$ cat src/hdl/wavhp_pkg.sv
package wavhp_pkg;

    localparam int unsigned DataLenW = 31;
    localparam int unsigned ChanW    = 16;

    localparam logic [ChanW-1:0] CHAN_RESET = 16'd2;

    // Tags as they read once four little-endian bytes have been shifted in.
    localparam logic [31:0] TAG_RIFF = 32'h4646_4952;
    localparam logic [31:0] TAG_WAVE = 32'h4556_4157;
    localparam logic [31:0] TAG_FMT  = 32'h2074_6d66;
    localparam logic [31:0] TAG_DATA = 32'h6174_6164;
    localparam logic [31:0] TAG_FACT = 32'h7463_6166;

    localparam logic [31:0] MIN_FMT_SIZE = 32'd16;
    localparam logic [15:0] PCM_FORMAT   = 16'd1;

    // Parser stages.
    localparam logic [3:0] ST_RIFF_TAG  = 4'd0;
    localparam logic [3:0] ST_RIFF_SIZE = 4'd1;
    localparam logic [3:0] ST_WAVE_TAG  = 4'd2;
    localparam logic [3:0] ST_FMT_TAG   = 4'd3;
    localparam logic [3:0] ST_FMT_SIZE  = 4'd4;
    localparam logic [3:0] ST_FORMAT    = 4'd5;
    localparam logic [3:0] ST_CHANNELS  = 4'd6;
    localparam logic [3:0] ST_FMT_SKIP  = 4'd7;
    localparam logic [3:0] ST_CHUNK_TAG = 4'd8;
    localparam logic [3:0] ST_CHUNK_LEN = 4'd9;
    localparam logic [3:0] ST_FACT_SKIP = 4'd10;
    localparam logic [3:0] ST_PAYLOAD   = 4'd11;
    localparam logic [3:0] ST_REJECT    = 4'd12;

    // Result phases.
    localparam logic [1:0] PH_HEADER  = 2'd0;
    localparam logic [1:0] PH_PAYLOAD = 2'd1;
    localparam logic [1:0] PH_REJECT  = 2'd2;

    // Error kinds.
    localparam logic [3:0] ERR_NONE    = 4'd0;
    localparam logic [3:0] ERR_NO_RIFF = 4'd1;
    localparam logic [3:0] ERR_NO_WAVE = 4'd2;
    localparam logic [3:0] ERR_NO_FMT  = 4'd3;
    localparam logic [3:0] ERR_FMT_SZ  = 4'd4;
    localparam logic [3:0] ERR_NOT_PCM = 4'd5;
    localparam logic [3:0] ERR_CHAN    = 4'd6;
    localparam logic [3:0] ERR_UNKNOWN = 4'd7;
    localparam logic [3:0] ERR_TRUNC   = 4'd8;

    typedef struct packed {
        logic [7:0] data_byte;
        logic       file_start;
        logic       file_end;
    } t_in_item;

    typedef struct packed {
        logic [1:0]          phase;
        logic [3:0]          error_kind;
        logic [DataLenW-1:0] data_length;
        logic [7:0]          payload_byte;
    } t_result;

endpackage

$ cat src/hdl/wavhp_in_reg.sv
module wavhp_in_reg
    import wavhp_pkg::*;
(
    input  logic     i_clk,
    input  logic     i_rst_n,
    input  logic     i_valid,
    output logic     o_ready,
    input  t_in_item i_item,
    input  logic     i_adv,
    output logic     o_valid,
    output t_in_item o_item
);

    logic     r_valid;
    t_in_item r_item;

    // The register frees up in the same cycle its item moves on.
    assign o_ready = !r_valid || i_adv;
    assign o_valid = r_valid;
    assign o_item  = r_item;

    always_ff @(posedge i_clk) begin
        if (!i_rst_n) begin
            r_valid <= 1'b0;
        end else if (o_ready) begin
            r_valid <= i_valid;
        end
    end

    always_ff @(posedge i_clk) begin
        if (o_ready && i_valid) begin
            r_item <= i_item;
        end
    end

endmodule

$ cat src/hdl/wavhp_core.sv
module wavhp_core
    import wavhp_pkg::*;
(
    input  logic             i_clk,
    input  logic             i_rst_n,
    input  logic             i_cfg_we,
    input  logic [ChanW-1:0] i_cfg_data,
    input  logic             i_adv,
    input  t_in_item         i_item,
    output t_result          o_res
);

    logic [ChanW-1:0]    r_req_ch;
    logic [3:0]          r_stage,    n_stage,    c_stage;
    logic [1:0]          r_cnt,      n_cnt,      c_cnt;
    logic [31:0]         r_shift,    n_shift,    c_shift;
    logic [DataLenW-1:0] r_fmt_size, n_fmt_size, c_fmt_size;
    logic [DataLenW-1:0] r_skip,     n_skip,     c_skip;
    logic [31:0]         r_tag,      n_tag,      c_tag;
    logic [DataLenW-1:0] r_dlen,     n_dlen,     c_dlen;
    logic [3:0]          r_err,      n_err,      c_err;

    logic [31:0]         w_shift;
    logic [2:0]          w_cnt_inc;
    logic                w_done4;
    logic                w_done2;
    logic [1:0]          w_cnt4;
    logic [1:0]          w_cnt2;
    logic [DataLenW-1:0] w_skip_dec;
    logic [1:0]          w_phase;
    logic [7:0]          w_payload;

    // A file start restarts parsing with the current byte as the first.
    always_comb begin
        if (i_item.file_start) begin
            c_stage    = ST_RIFF_TAG;
            c_cnt      = '0;
            c_shift    = '0;
            c_fmt_size = '0;
            c_skip     = '0;
            c_tag      = '0;
            c_dlen     = '0;
            c_err      = ERR_NONE;
        end else begin
            c_stage    = r_stage;
            c_cnt      = r_cnt;
            c_shift    = r_shift;
            c_fmt_size = r_fmt_size;
            c_skip     = r_skip;
            c_tag      = r_tag;
            c_dlen     = r_dlen;
            c_err      = r_err;
        end
    end

    assign w_shift    = {i_item.data_byte, c_shift[31:8]};
    assign w_cnt_inc  = {1'b0, c_cnt} + 3'd1;
    assign w_done4    = (w_cnt_inc >= 3'd4);
    assign w_done2    = (w_cnt_inc >= 3'd2);
    assign w_cnt4     = w_done4 ? 2'd0 : w_cnt_inc[1:0];
    assign w_cnt2     = w_done2 ? 2'd0 : w_cnt_inc[1:0];
    assign w_skip_dec = c_skip - {{(DataLenW-1){1'b0}}, (c_skip != '0)};

    always_comb begin
        n_stage    = c_stage;
        n_cnt      = c_cnt;
        n_shift    = c_shift;
        n_fmt_size = c_fmt_size;
        n_skip     = c_skip;
        n_tag      = c_tag;
        n_dlen     = c_dlen;
        n_err      = c_err;
        w_phase    = PH_HEADER;
        w_payload  = 8'd0;
        unique case (c_stage)
            ST_PAYLOAD: begin
                w_phase   = PH_PAYLOAD;
                w_payload = i_item.data_byte;
            end
            ST_RIFF_TAG, ST_RIFF_SIZE, ST_CHUNK_TAG: begin
                n_shift = w_shift;
                n_cnt   = w_cnt4;
                if (w_done4) begin
                    if (c_stage == ST_RIFF_SIZE) begin
                        n_stage = ST_WAVE_TAG;
                    end else begin
                        n_tag   = w_shift;
                        n_stage = (c_stage == ST_RIFF_TAG) ? ST_RIFF_SIZE : ST_CHUNK_LEN;
                    end
                end
            end
            ST_WAVE_TAG: begin
                n_shift = w_shift;
                n_cnt   = w_cnt4;
                if (w_done4) begin
                    if (c_tag != TAG_RIFF) begin
                        n_err   = ERR_NO_RIFF;
                        n_stage = ST_REJECT;
                    end else if (w_shift != TAG_WAVE) begin
                        n_err   = ERR_NO_WAVE;
                        n_stage = ST_REJECT;
                    end else begin
                        n_stage = ST_FMT_TAG;
                    end
                end
            end
            ST_FMT_TAG: begin
                n_shift = w_shift;
                n_cnt   = w_cnt4;
                if (w_done4) begin
                    if (w_shift != TAG_FMT) begin
                        n_err   = ERR_NO_FMT;
                        n_stage = ST_REJECT;
                    end else begin
                        n_stage = ST_FMT_SIZE;
                    end
                end
            end
            ST_FMT_SIZE: begin
                n_shift = w_shift;
                n_cnt   = w_cnt4;
                if (w_done4) begin
                    if (w_shift[31] || (w_shift < MIN_FMT_SIZE)) begin
                        n_err   = ERR_FMT_SZ;
                        n_stage = ST_REJECT;
                    end else begin
                        n_fmt_size = w_shift[DataLenW-1:0];
                        n_stage    = ST_FORMAT;
                    end
                end
            end
            ST_FORMAT: begin
                n_shift = w_shift;
                n_cnt   = w_cnt2;
                if (w_done2) begin
                    if (w_shift[31:16] != PCM_FORMAT) begin
                        n_err   = ERR_NOT_PCM;
                        n_stage = ST_REJECT;
                    end else begin
                        n_stage = ST_CHANNELS;
                    end
                end
            end
            ST_CHANNELS: begin
                n_shift = w_shift;
                n_cnt   = w_cnt2;
                if (w_done2) begin
                    if (w_shift[31:16] != r_req_ch) begin
                        n_err   = ERR_CHAN;
                        n_stage = ST_REJECT;
                    end else begin
                        // Channel count and format code are already consumed.
                        n_skip  = c_fmt_size - DataLenW'(4);
                        n_stage = ST_FMT_SKIP;
                    end
                end
            end
            ST_FMT_SKIP, ST_FACT_SKIP: begin
                n_skip = w_skip_dec;
                if (w_skip_dec == '0) begin
                    n_stage = ST_CHUNK_TAG;
                end
            end
            ST_CHUNK_LEN: begin
                n_shift = w_shift;
                n_cnt   = w_cnt4;
                if (w_done4) begin
                    if ((c_tag == TAG_DATA) || (c_tag == TAG_FACT)) begin
                        if (w_shift[31]) begin
                            n_err   = ERR_TRUNC;
                            n_stage = ST_REJECT;
                        end else if (c_tag == TAG_DATA) begin
                            n_dlen  = w_shift[DataLenW-1:0];
                            n_stage = ST_PAYLOAD;
                        end else if (w_shift == '0) begin
                            n_stage = ST_CHUNK_TAG;
                        end else begin
                            n_skip  = w_shift[DataLenW-1:0];
                            n_stage = ST_FACT_SKIP;
                        end
                    end else begin
                        n_err   = ERR_UNKNOWN;
                        n_stage = ST_REJECT;
                    end
                end
            end
            default: begin
                n_stage = ST_REJECT;
                if (c_err == ERR_NONE) begin
                    n_err = ERR_TRUNC;
                end
            end
        endcase

        // A file that ends before its data chunk header is complete is truncated.
        if (i_item.file_end && (n_stage != ST_PAYLOAD) && (n_stage != ST_REJECT)) begin
            n_err   = ERR_TRUNC;
            n_stage = ST_REJECT;
        end
    end

    always_comb begin
        o_res.data_length = n_dlen;
        if (n_stage == ST_REJECT) begin
            o_res.phase        = PH_REJECT;
            o_res.error_kind   = n_err;
            o_res.payload_byte = 8'd0;
        end else begin
            o_res.phase        = w_phase;
            o_res.error_kind   = ERR_NONE;
            o_res.payload_byte = w_payload;
        end
    end

    always_ff @(posedge i_clk) begin
        if (!i_rst_n) begin
            r_req_ch <= CHAN_RESET;
        end else if (i_cfg_we) begin
            r_req_ch <= i_cfg_data;
        end
    end

    always_ff @(posedge i_clk) begin
        if (!i_rst_n) begin
            r_stage    <= ST_RIFF_TAG;
            r_cnt      <= '0;
            r_shift    <= '0;
            r_fmt_size <= '0;
            r_skip     <= '0;
            r_tag      <= '0;
            r_dlen     <= '0;
            r_err      <= ERR_NONE;
        end else if (i_adv) begin
            r_stage    <= n_stage;
            r_cnt      <= n_cnt;
            r_shift    <= n_shift;
            r_fmt_size <= n_fmt_size;
            r_skip     <= n_skip;
            r_tag      <= n_tag;
            r_dlen     <= n_dlen;
            r_err      <= n_err;
        end
    end

    a_reject_has_error: assert property (@(posedge i_clk) disable iff (!i_rst_n)
        (o_res.phase == PH_REJECT) |-> (o_res.error_kind != ERR_NONE))
        else $error("rejected result carries no error kind");

    a_error_only_on_reject: assert property (@(posedge i_clk) disable iff (!i_rst_n)
        (o_res.phase != PH_REJECT) |-> (o_res.error_kind == ERR_NONE))
        else $error("error kind reported outside a rejected result");

    a_state_holds_when_stalled: assert property (@(posedge i_clk) disable iff (!i_rst_n)
        !i_adv |=> ($stable(r_stage) && $stable(r_err) && $stable(r_dlen)))
        else $error("parser state moved without an item advancing");

    a_payload_stays: assert property (@(posedge i_clk) disable iff (!i_rst_n)
        (i_adv && (r_stage == ST_PAYLOAD) && !i_item.file_start)
            |-> (o_res.phase == PH_PAYLOAD))
        else $error("payload stage produced a non-payload result");

endmodule

$ cat src/hdl/wavhp_out_reg.sv
module wavhp_out_reg
    import wavhp_pkg::*;
(
    input  logic    i_clk,
    input  logic    i_rst_n,
    input  logic    i_valid,
    input  t_result i_res,
    output logic    o_adv,
    output logic    o_valid,
    input  logic    i_ready,
    output t_result o_res
);

    logic    r_valid;
    t_result r_res;

    // An item moves in when the held result is empty or taken this cycle.
    assign o_adv   = i_valid && (!r_valid || i_ready);
    assign o_valid = r_valid;
    assign o_res   = r_res;

    always_ff @(posedge i_clk) begin
        if (!i_rst_n) begin
            r_valid <= 1'b0;
        end else if (o_adv) begin
            r_valid <= 1'b1;
        end else if (i_ready) begin
            r_valid <= 1'b0;
        end
    end

    always_ff @(posedge i_clk) begin
        if (o_adv) begin
            r_res <= i_res;
        end
    end

endmodule

$ cat src/hdl/wav_header_parser_top.sv
// WAV header parser: takes a file one byte per item and checks the RIFF/WAVE
// header (RIFF and WAVE tags, "fmt " chunk with PCM format and the channel
// count held in the configuration register, optional fact chunks), then passes
// every byte after the data chunk header through as payload. Each input item
// yields exactly one result item, presented on the output once it has passed
// the input register and the core, and held there until it is taken: the byte
// sits in an input register, the parser computes its result combinationally
// and updates its state as the result lands in an output register. One item
// is accepted every cycle while the output side keeps taking results. A
// rejected file keeps answering with its error kind until an item with the
// file start flag arrives. The channel register resets to 2; the user must
// write it only while no item is in flight. The block does not enforce this.
module wav_header_parser_top
    import wavhp_pkg::*;
(
    input  logic                i_clk,
    input  logic                i_rst_n,

    input  logic                i_cfg_wr_en,
    input  logic [ChanW-1:0]    i_cfg_wr_data,   // required_channels

    input  logic                i_s_axis_tvalid,
    output logic                o_s_axis_tready,
    input  logic [7:0]          i_s_axis_tdata,  // [7:0] data_byte
    input  logic                i_s_axis_tuser,  // [0] file_start
    input  logic                i_s_axis_tlast,  // file_end

    output logic                o_m_axis_tvalid,
    input  logic                i_m_axis_tready,
    output logic [39:0]         o_m_axis_tdata,  // [30:0] data_length, [38:31] payload_byte
    output logic [5:0]          o_m_axis_tuser   // [1:0] phase, [5:2] error_kind
);

    t_in_item w_in_item;
    t_in_item w_reg_item;
    t_result  w_core_res;
    t_result  w_out_res;
    logic     w_reg_valid;
    logic     w_adv;

    assign w_in_item.data_byte  = i_s_axis_tdata;
    assign w_in_item.file_start = i_s_axis_tuser;
    assign w_in_item.file_end   = i_s_axis_tlast;

    wavhp_in_reg u_in_reg (
        .i_clk   (i_clk),
        .i_rst_n (i_rst_n),
        .i_valid (i_s_axis_tvalid),
        .o_ready (o_s_axis_tready),
        .i_item  (w_in_item),
        .i_adv   (w_adv),
        .o_valid (w_reg_valid),
        .o_item  (w_reg_item)
    );

    wavhp_core u_core (
        .i_clk      (i_clk),
        .i_rst_n    (i_rst_n),
        .i_cfg_we   (i_cfg_wr_en),
        .i_cfg_data (i_cfg_wr_data),
        .i_adv      (w_adv),
        .i_item     (w_reg_item),
        .o_res      (w_core_res)
    );

    wavhp_out_reg u_out_reg (
        .i_clk   (i_clk),
        .i_rst_n (i_rst_n),
        .i_valid (w_reg_valid),
        .i_res   (w_core_res),
        .o_adv   (w_adv),
        .o_valid (o_m_axis_tvalid),
        .i_ready (i_m_axis_tready),
        .o_res   (w_out_res)
    );

    assign o_m_axis_tdata = {1'b0, w_out_res.payload_byte, w_out_res.data_length};
    assign o_m_axis_tuser = {w_out_res.error_kind, w_out_res.phase};

endmodule
$ cat config.mk
export PLATFORM = sky130hd
export DESIGN_NAME = wav_header_parser_top
export DESIGN_NICKNAME = d
export VERILOG_FILES = /design/src/hdl/wavhp_pkg.sv /design/src/hdl/wavhp_in_reg.sv /design/src/hdl/wavhp_core.sv /design/src/hdl/wavhp_out_reg.sv /design/src/hdl/wav_header_parser_top.sv
export SDC_FILE = /design/constraint.sdc
export NUM_CORES = 1
export LEC_CHECK = 0
export BUFFER_PORTS_ARGS = -buffer_cell sky130_fd_sc_hd__buf_2
export CAP_MARGIN = 0
export CELL_PAD_IN_SITES_DETAIL_PLACEMENT = 1
export CELL_PAD_IN_SITES_GLOBAL_PLACEMENT = 1
export CORE_ASPECT_RATIO = 0.8
export CORE_UTILIZATION = 50
export DETAILED_ROUTE_END_ITERATION = 8
export PLACE_DENSITY = 0.94
export SYNTH_ARGS = -nofsm -noshare
export SYNTH_HDL_FRONTEND = slang
export SYNTH_SLANG_ARGS = --single-unit
$ cat constraint.sdc
create_clock -name i_clk -period 14.2 [get_ports i_clk]
set_clock_uncertainty 0.05 [all_clocks]
set_input_delay 2.84 -clock i_clk [delete_from_list [all_inputs] [get_ports i_clk]]
set_output_delay 2.84 -clock i_clk [all_outputs]
set_load 0.005 [all_outputs]
==> impl_metrics.tcl, run 1 <==
set metrics [dict create \
    synthTopCellsByArea "dfxtp_1 (27%), edfxtp_1 (13%), nand2_1 (7.3%), a21oi_1 (6.1%), nor2_1 (4.8%)" \
    holdPathStages 2 \
    grt_pass1_wl_microns 78100 \
    cts_max_level 1 \
    routed_wirelength_microns 50400 \
    post_route_cells_drive_above_1_share 0.0998 \
    mappedNetlistNets 1677 \
    worst_relative_slew_slack 0.188 \
    cts_max_path_buffers 3 \
    seqPwrFrac 0.453 \
    peakVddDrop_mv 0.0847 \
    cts-root-buf "clkbuf_16" \
    status "completed" \
    drt_drc_violations_left 0 \
    pwr_density_cell_nw_per_um2 110 \
    row_count 52 \
    finish.cell_count_without_fillers 1994 \
    antenna_violations_before_repair 0 \
    via_count 13691 \
    synth_largest_area_cell "dfxtp_1" \
    die_area_sq_um 26700 \
    diodes 0 \
    synth_seq_area_share 0.399 \
    number_of_enable_flip_flop_cells_after_synthesis 55 \
    rsz0062_at_grt "no" \
    cts_hold_buffers 0 \
    core_area_sq_um 25400 \
    cts_resizes 0 \
    cts.sinks 232 \
    clkPwrFrac 0.443 \
    drt-vias-per-instance 6.87 \
    tritoncts "built" \
    post_cts_buffers 0 \
    fin_crit_ps 6290 \
    maxSlewViolCount 0 \
    crit_arrival_ps 3400 \
    setup_ws_ps 7910 \
    worst_skew_pair.late_latency_ps 560 \
    numPlacedInstances 1948 \
    cp_max_fo 4 \
    worstSetupEndpointType "output pin" \
    switching_share 0.272 \
    gp_congestion 0.986 \
    globalRouteTotalUtil 0.372 \
    netlist_top_cells_count "nand2_1 (253), dfxtp_1 (177), nor2_1 (167)" \
    design_area_sq_um 14300 \
    max_slew.worst_pin.slew_ps 1220 \
    net_sw_power_uw 431 \
    min-delay-path-class "reg2reg" \
    detail_route.wl_per_cell_microns 25.3 \
    mappedNetlistArea_sq_um 13000 \
    comb_power_share 0.104 \
    synth.top_cell.area_share 0.272 \
    gr-total-overflow 0 \
    detailed_place.area_sq_um 13500 \
    final_net_count 1661 \
    setup_viol_count_final 0 \
    ys_seq_elements 232 \
    crit_required_ps 11310 \
    chip_width_microns 182 \
    portBuffers 77 \
    initial_core_util 0.511 \
    synthArstFlopShare 0 \
    r2r.worst_path.cells 15 \
    number_of_buffers_created_by_cts 25 \
    netlist-cell-type-count 82 \
    die_y_microns 146 \
    drt-pass1-iter-count 5 \
    highest_clock_rate_mhz 159 \
    synth-warning-count 0 \
    ys_dominant_reg_cell "dfxtp_1" \
    pre_cts_ws_ps 7860 \
    i_o_pin_cnt 79 \
    timing.final.crit_share 0.443 \
    drt.antenna.violating_nets 0 \
    grt_start_max_net_pins 143 \
    worstSetupStartpointType "input pin" \
    internal-power_mw 1.15 \
    vias_in_the_first_global_route 13800 \
    cellLeakagePower_nw 4.89 \
    hpwl_microns 33400 \
    syn-mean-instance-area_sq_um 7.93 \
    syn2layout_area_growth_pct 10.1 \
    synth_cells 1640 \
    maxCapViolCount 0 \
    setup_tns_ps 0 \
    initial_drt_markers 1561 \
    type_of_the_worst_setup_path "in2out" \
    report.final.hold_viol_count 0 \
    clk_transition_reported_paths_ps 60 \
    yosys.cell_count.top_type "nand2_1" \
]
==> flip-flops by register name, summed over array words and instances (netlist names) <==
signal,count
u_out_reg.o_res,45
u_core.r_err,4
u_in_reg.o_item,10
u_core.r_dlen,31
u_core.r_tag,32
u_core.r_fmt_size,31
u_core.r_req_ch,16
u_out_reg.o_valid,1
u_core.r_shift,24
u_core.r_skip,31
u_core.r_cnt,2
u_core.r_stage,4
u_in_reg.o_valid,1
==> critical path: stages <==
cell,delay [ps]
buf_2,100
nor2b_1,220
nand2_1,110
buf_2,140
==> per-stage QoR <==
stage                     power [mW]  utilization  hold WS (ps)
after floorplan                0.829            -           382
after global placement         0.881        0.529           391
after detailed placement       0.888        0.529           399
after CTS                       1.57        0.563           409
after global routing            1.62        0.563           432
final                           1.58        0.563           407
==> layer usage <==
metal | global-route usage | share of wire | vias up
met5 | 0 | 0 | -
met4 | 0.180 | 0.052 | 0
met3 | 0.0726 | 0.097 | 242
met2 | 0.600 | 0.46 | 821
met1 | 0.477 | 0.39 | 6689
li1 | - | - | 5939
==> cell families (layout without fill, tap and decap cells) <==
logic type      Yosys count  count (layout)  synth area share
xor+xnor                 28              28            0.0189
compound gates          489             489             0.248
other cells               1               1          0.000288
simple gates            707             707             0.265
buf+inv                 157             160            0.0470
mux                      20              20            0.0155
fa+ha+maj                 6               6           0.00577
flops                   232             232             0.399
==> power groups by stage <==
stage	clock, mW	combinational (mW)	sequential, mW
after floorplan	0	0.116	0.713
after global placement	0	0.154	0.727
after detailed placement	0	0.160	0.728
after CTS	0.698	0.162	0.714
after global routing	0.724	0.177	0.716
final	0.701	0.165	0.716
==> layout by cell type (no fill, tap or decap), types with 8 or more instances in the layout <==
cell | netlist | routed
dfxtp_1 | 177 | 177
a22oi_1 | 66 | 66
nor2b_1 | 42 | 42
xor2_1 | 12 | 12
o2bb2ai_1 | 10 | 10
or3_1 | 12 | 12
nor3_1 | 47 | 46
nand2_1 | 253 | 253
mux2i_1 | 19 | 19
or4_1 | 14 | 14
edfxtp_1 | 55 | 55
a21oi_1 | 158 | 158
clkbuf_16 | 0 | 29
buf_4 | 1 | 14
nand4_1 | 20 | 20
o21ai_0 | 75 | 74
nand3_1 | 22 | 22
and3_1 | 13 | 13
inv_1 | 20 | 19
o211ai_1 | 14 | 14
nor2_1 | 167 | 166
and2_1 | 19 | 19
a211oi_1 | 20 | 20
a21o_1 | 8 | 8
a311oi_1 | 8 | 8
nand2b_1 | 23 | 22
nor4_1 | 19 | 19
o21a_1 | 12 | 12
xnor2_1 | 16 | 16
a31oi_1 | 25 | 25
buf_2 | 3 | 77
nor4b_1 | 9 | 9
==> area by class of cell <==
class / count / area [sq um]
Sequential cell: 232 / 5190
Clock inverter: 7 / 72.6
Inverter: 22 / 86.3
Clock buffer: 39 / 803
Tap cell: 351 / 439
Timing Repair Buffer: 92 / 510
Fill cell: 3049 / 11100
Multi-Input combinational cell: 1251 / 7220
==> final timing paths <==
path	start	endpoint	slack (ps)
max	i_m_axis_tready	o_s_axis_tready	7910
min	u_core.r_dlen[3]	u_core.r_dlen[3]	410
max reg2reg	u_in_reg.o_item[1]	u_core.r_skip[26]	8610
min reg2reg	u_core.r_dlen[3]	u_core.r_dlen[3]	410
Note: power is estimated with default switching activity, not from simulation.
==> run 2, diff against run 1 <==
Settings changed: CORE_UTILIZATION 50 to 42, PLACE_DENSITY 0.94 to 0.85.
Clock period 14.2 ns to 5.21 ns, I/O delays scaled along.
==> run 2 against run 1 <==
Hold slack better by 0.94 ps; setup slack worse by 7500 ps; sequential share of layout area down 0.83 points; combinational power rose to 3.1 times the previous value; total power rose to 2.7 times the previous value; register-to-register slack worse by 8200 ps; first-iteration DRC count down 16%; flip-flop and latch count unchanged; global-route usage down 5.2 points; count of clock-buffer cells in the layout down 7.
==> impl_metrics.tcl, run 2 (same netlist as run 1, synthesis figures left out) <==
set metrics [dict create \
    status "completed" \
    peakVddDrop_mv 0.252 \
    cts.sinks 232 \
    drt.antenna.violating_nets 0 \
    worstSetupStartpointType "flop" \
    max_slew.worst_pin.slew_ps 1150 \
    worst_relative_slew_slack 0.231 \
    flop_to_flop_setup_slack_ps 420 \
    post_route_cells_drive_above_1_share 0.118 \
    top_layer "met4" \
    cts_max_level 1 \
    cts_hold_buffers 0 \
    tritoncts "built" \
    min-delay-path-class "reg2reg" \
    initial_core_util 0.428 \
    maxCapViolCount 0 \
    hpwl_microns 35200 \
    finish.cell_count_without_fillers 2095 \
    die_y_microns 159 \
    row_count 57 \
    worst_skew_pair.late_latency_ps 560 \
    mostFrequentLayoutCell "nand2_1" \
    cts_max_path_buffers 3 \
    gr-total-overflow 0 \
    report.final.hold_viol_count 0 \
    clk_transition_reported_paths_ps 70 \
    gp_congestion 0.924 \
    final_net_count 1699 \
    drt-pass1-iter-count 5 \
    portBuffers 77 \
    chip_width_microns 199 \
    cellLeakagePower_nw 5.06 \
    min_from "u_core.r_dlen[16]" \
    cts_resizes 0 \
    worstSetupEndpointType "flop" \
    routed-wl-met2_microns 23400 \
    via_count 13405 \
    highest_clock_rate_mhz 209 \
    fin_crit_ps 4790 \
    drt_drc_violations_left 0 \
    numPlacedInstances 2048 \
    finalCoreUtilization 0.483 \
    setup_tns_ps 0 \
    maxSlewViolCount 0 \
    number_of_buffers_created_by_cts 25 \
    cp_max_fo 17 \
    design_area_sq_um 14700 \
    layout.cells.most_common_list "nand2_1 (253), dfxtp_1 (177), nor2_1 (166)" \
    drt-vias-per-instance 6.40 \
    globalRouteTotalUtil 0.319 \
    pwr_density_cell_nw_per_um2 292 \
    vias_in_the_first_global_route 13279 \
    crit_required_ps 5530 \
    setup_viol_count_final 0 \
    initial_drt_markers 1309 \
    syn2layout_area_growth_pct 12.7 \
    grt_pass1_wl_microns 78800 \
    rsz0062_at_grt "no" \
    antenna_violations_before_repair 0 \
    crit_start "u_core.r_skip[9]" \
    detail_route.wirelength.met1_microns 22500 \
    wl_met3_microns 3280 \
    largest_reg_flops 45 \
    final.hold.worst_slack_ps 408 \
    i_o_pin_cnt 79 \
    timing.final.crit_share 0.920 \
    final.fill_count 3739 \
    grt_start_max_net_pins 94 \
    core_area_sq_um 30400 \
    routed_wirelength_microns 50800 \
    detail_route.wl_per_cell_microns 24.3 \
    crit_arrival_ps 5110 \
    type_of_the_worst_setup_path "reg2reg" \
    post_cts_buffers 0 \
    die_area_sq_um 31700 \
    reg2reg_from "u_core.r_skip[9]" \
    detailed_place.area_sq_um 13800 \
    cts-root-buf "clkbuf_16" \
]
run 2: stage by stage:
step	power (mW)	setup slack, ps
floorplan	2.26	41.5
global placement	2.46	557
detailed placement	2.46	528
CTS	4.29	494
global route	4.41	190
finish	4.28	417
run 2: area by class of cell:
class                           instances  area (sq um)  area share
Multi-Input combinational cell       1251          7230       0.493
Sequential cell                       232          5190       0.354
Timing Repair Buffer                  130           808      0.0551
Clock buffer                           32           672      0.0458
Tap cell                              413           517      0.0352
Clock inverter                         14           153      0.0104
Inverter                               22          87.6     0.00597
Antenna cell                            1          2.50    0.000171
run 2: where the power goes:
group	switching, mW	internal, mW
clock network	0.782	1.06
registers	0.0492	1.88
logic	0.340	0.166
total	1.17	3.11
run 2: path summary, 6_finish.rpt:
path,endpoint,cells past startpoint
setup / recovery,u_out_reg.o_res[42],15
hold / removal,u_core.r_dlen[16],2
setup reg to reg,u_out_reg.o_res[42],15
hold reg to reg,u_core.r_dlen[16],2
run 2: per-layer routing:
layer	track usage	vias to the layer above
met5	0	-
met4	0.101	0
met3	0.0455	121
met2	0.511	501
met1	0.442	6751
li1	-	6032
run 2: worst max-delay path: stages, from the launching register on:
cell and delay (ps):
dfxtp_1 510, or3_1 310, nor4_4 90, and2_1 220
a31oi_1 240, ha_1 310, buf_12 190, nor2b_1 450
and2_1 260, a41oi_1 130, a311oi_1 490, nand4_1 210
nor3_1 310, a21oi_2 100, or4_4 440, o41ai_2 310
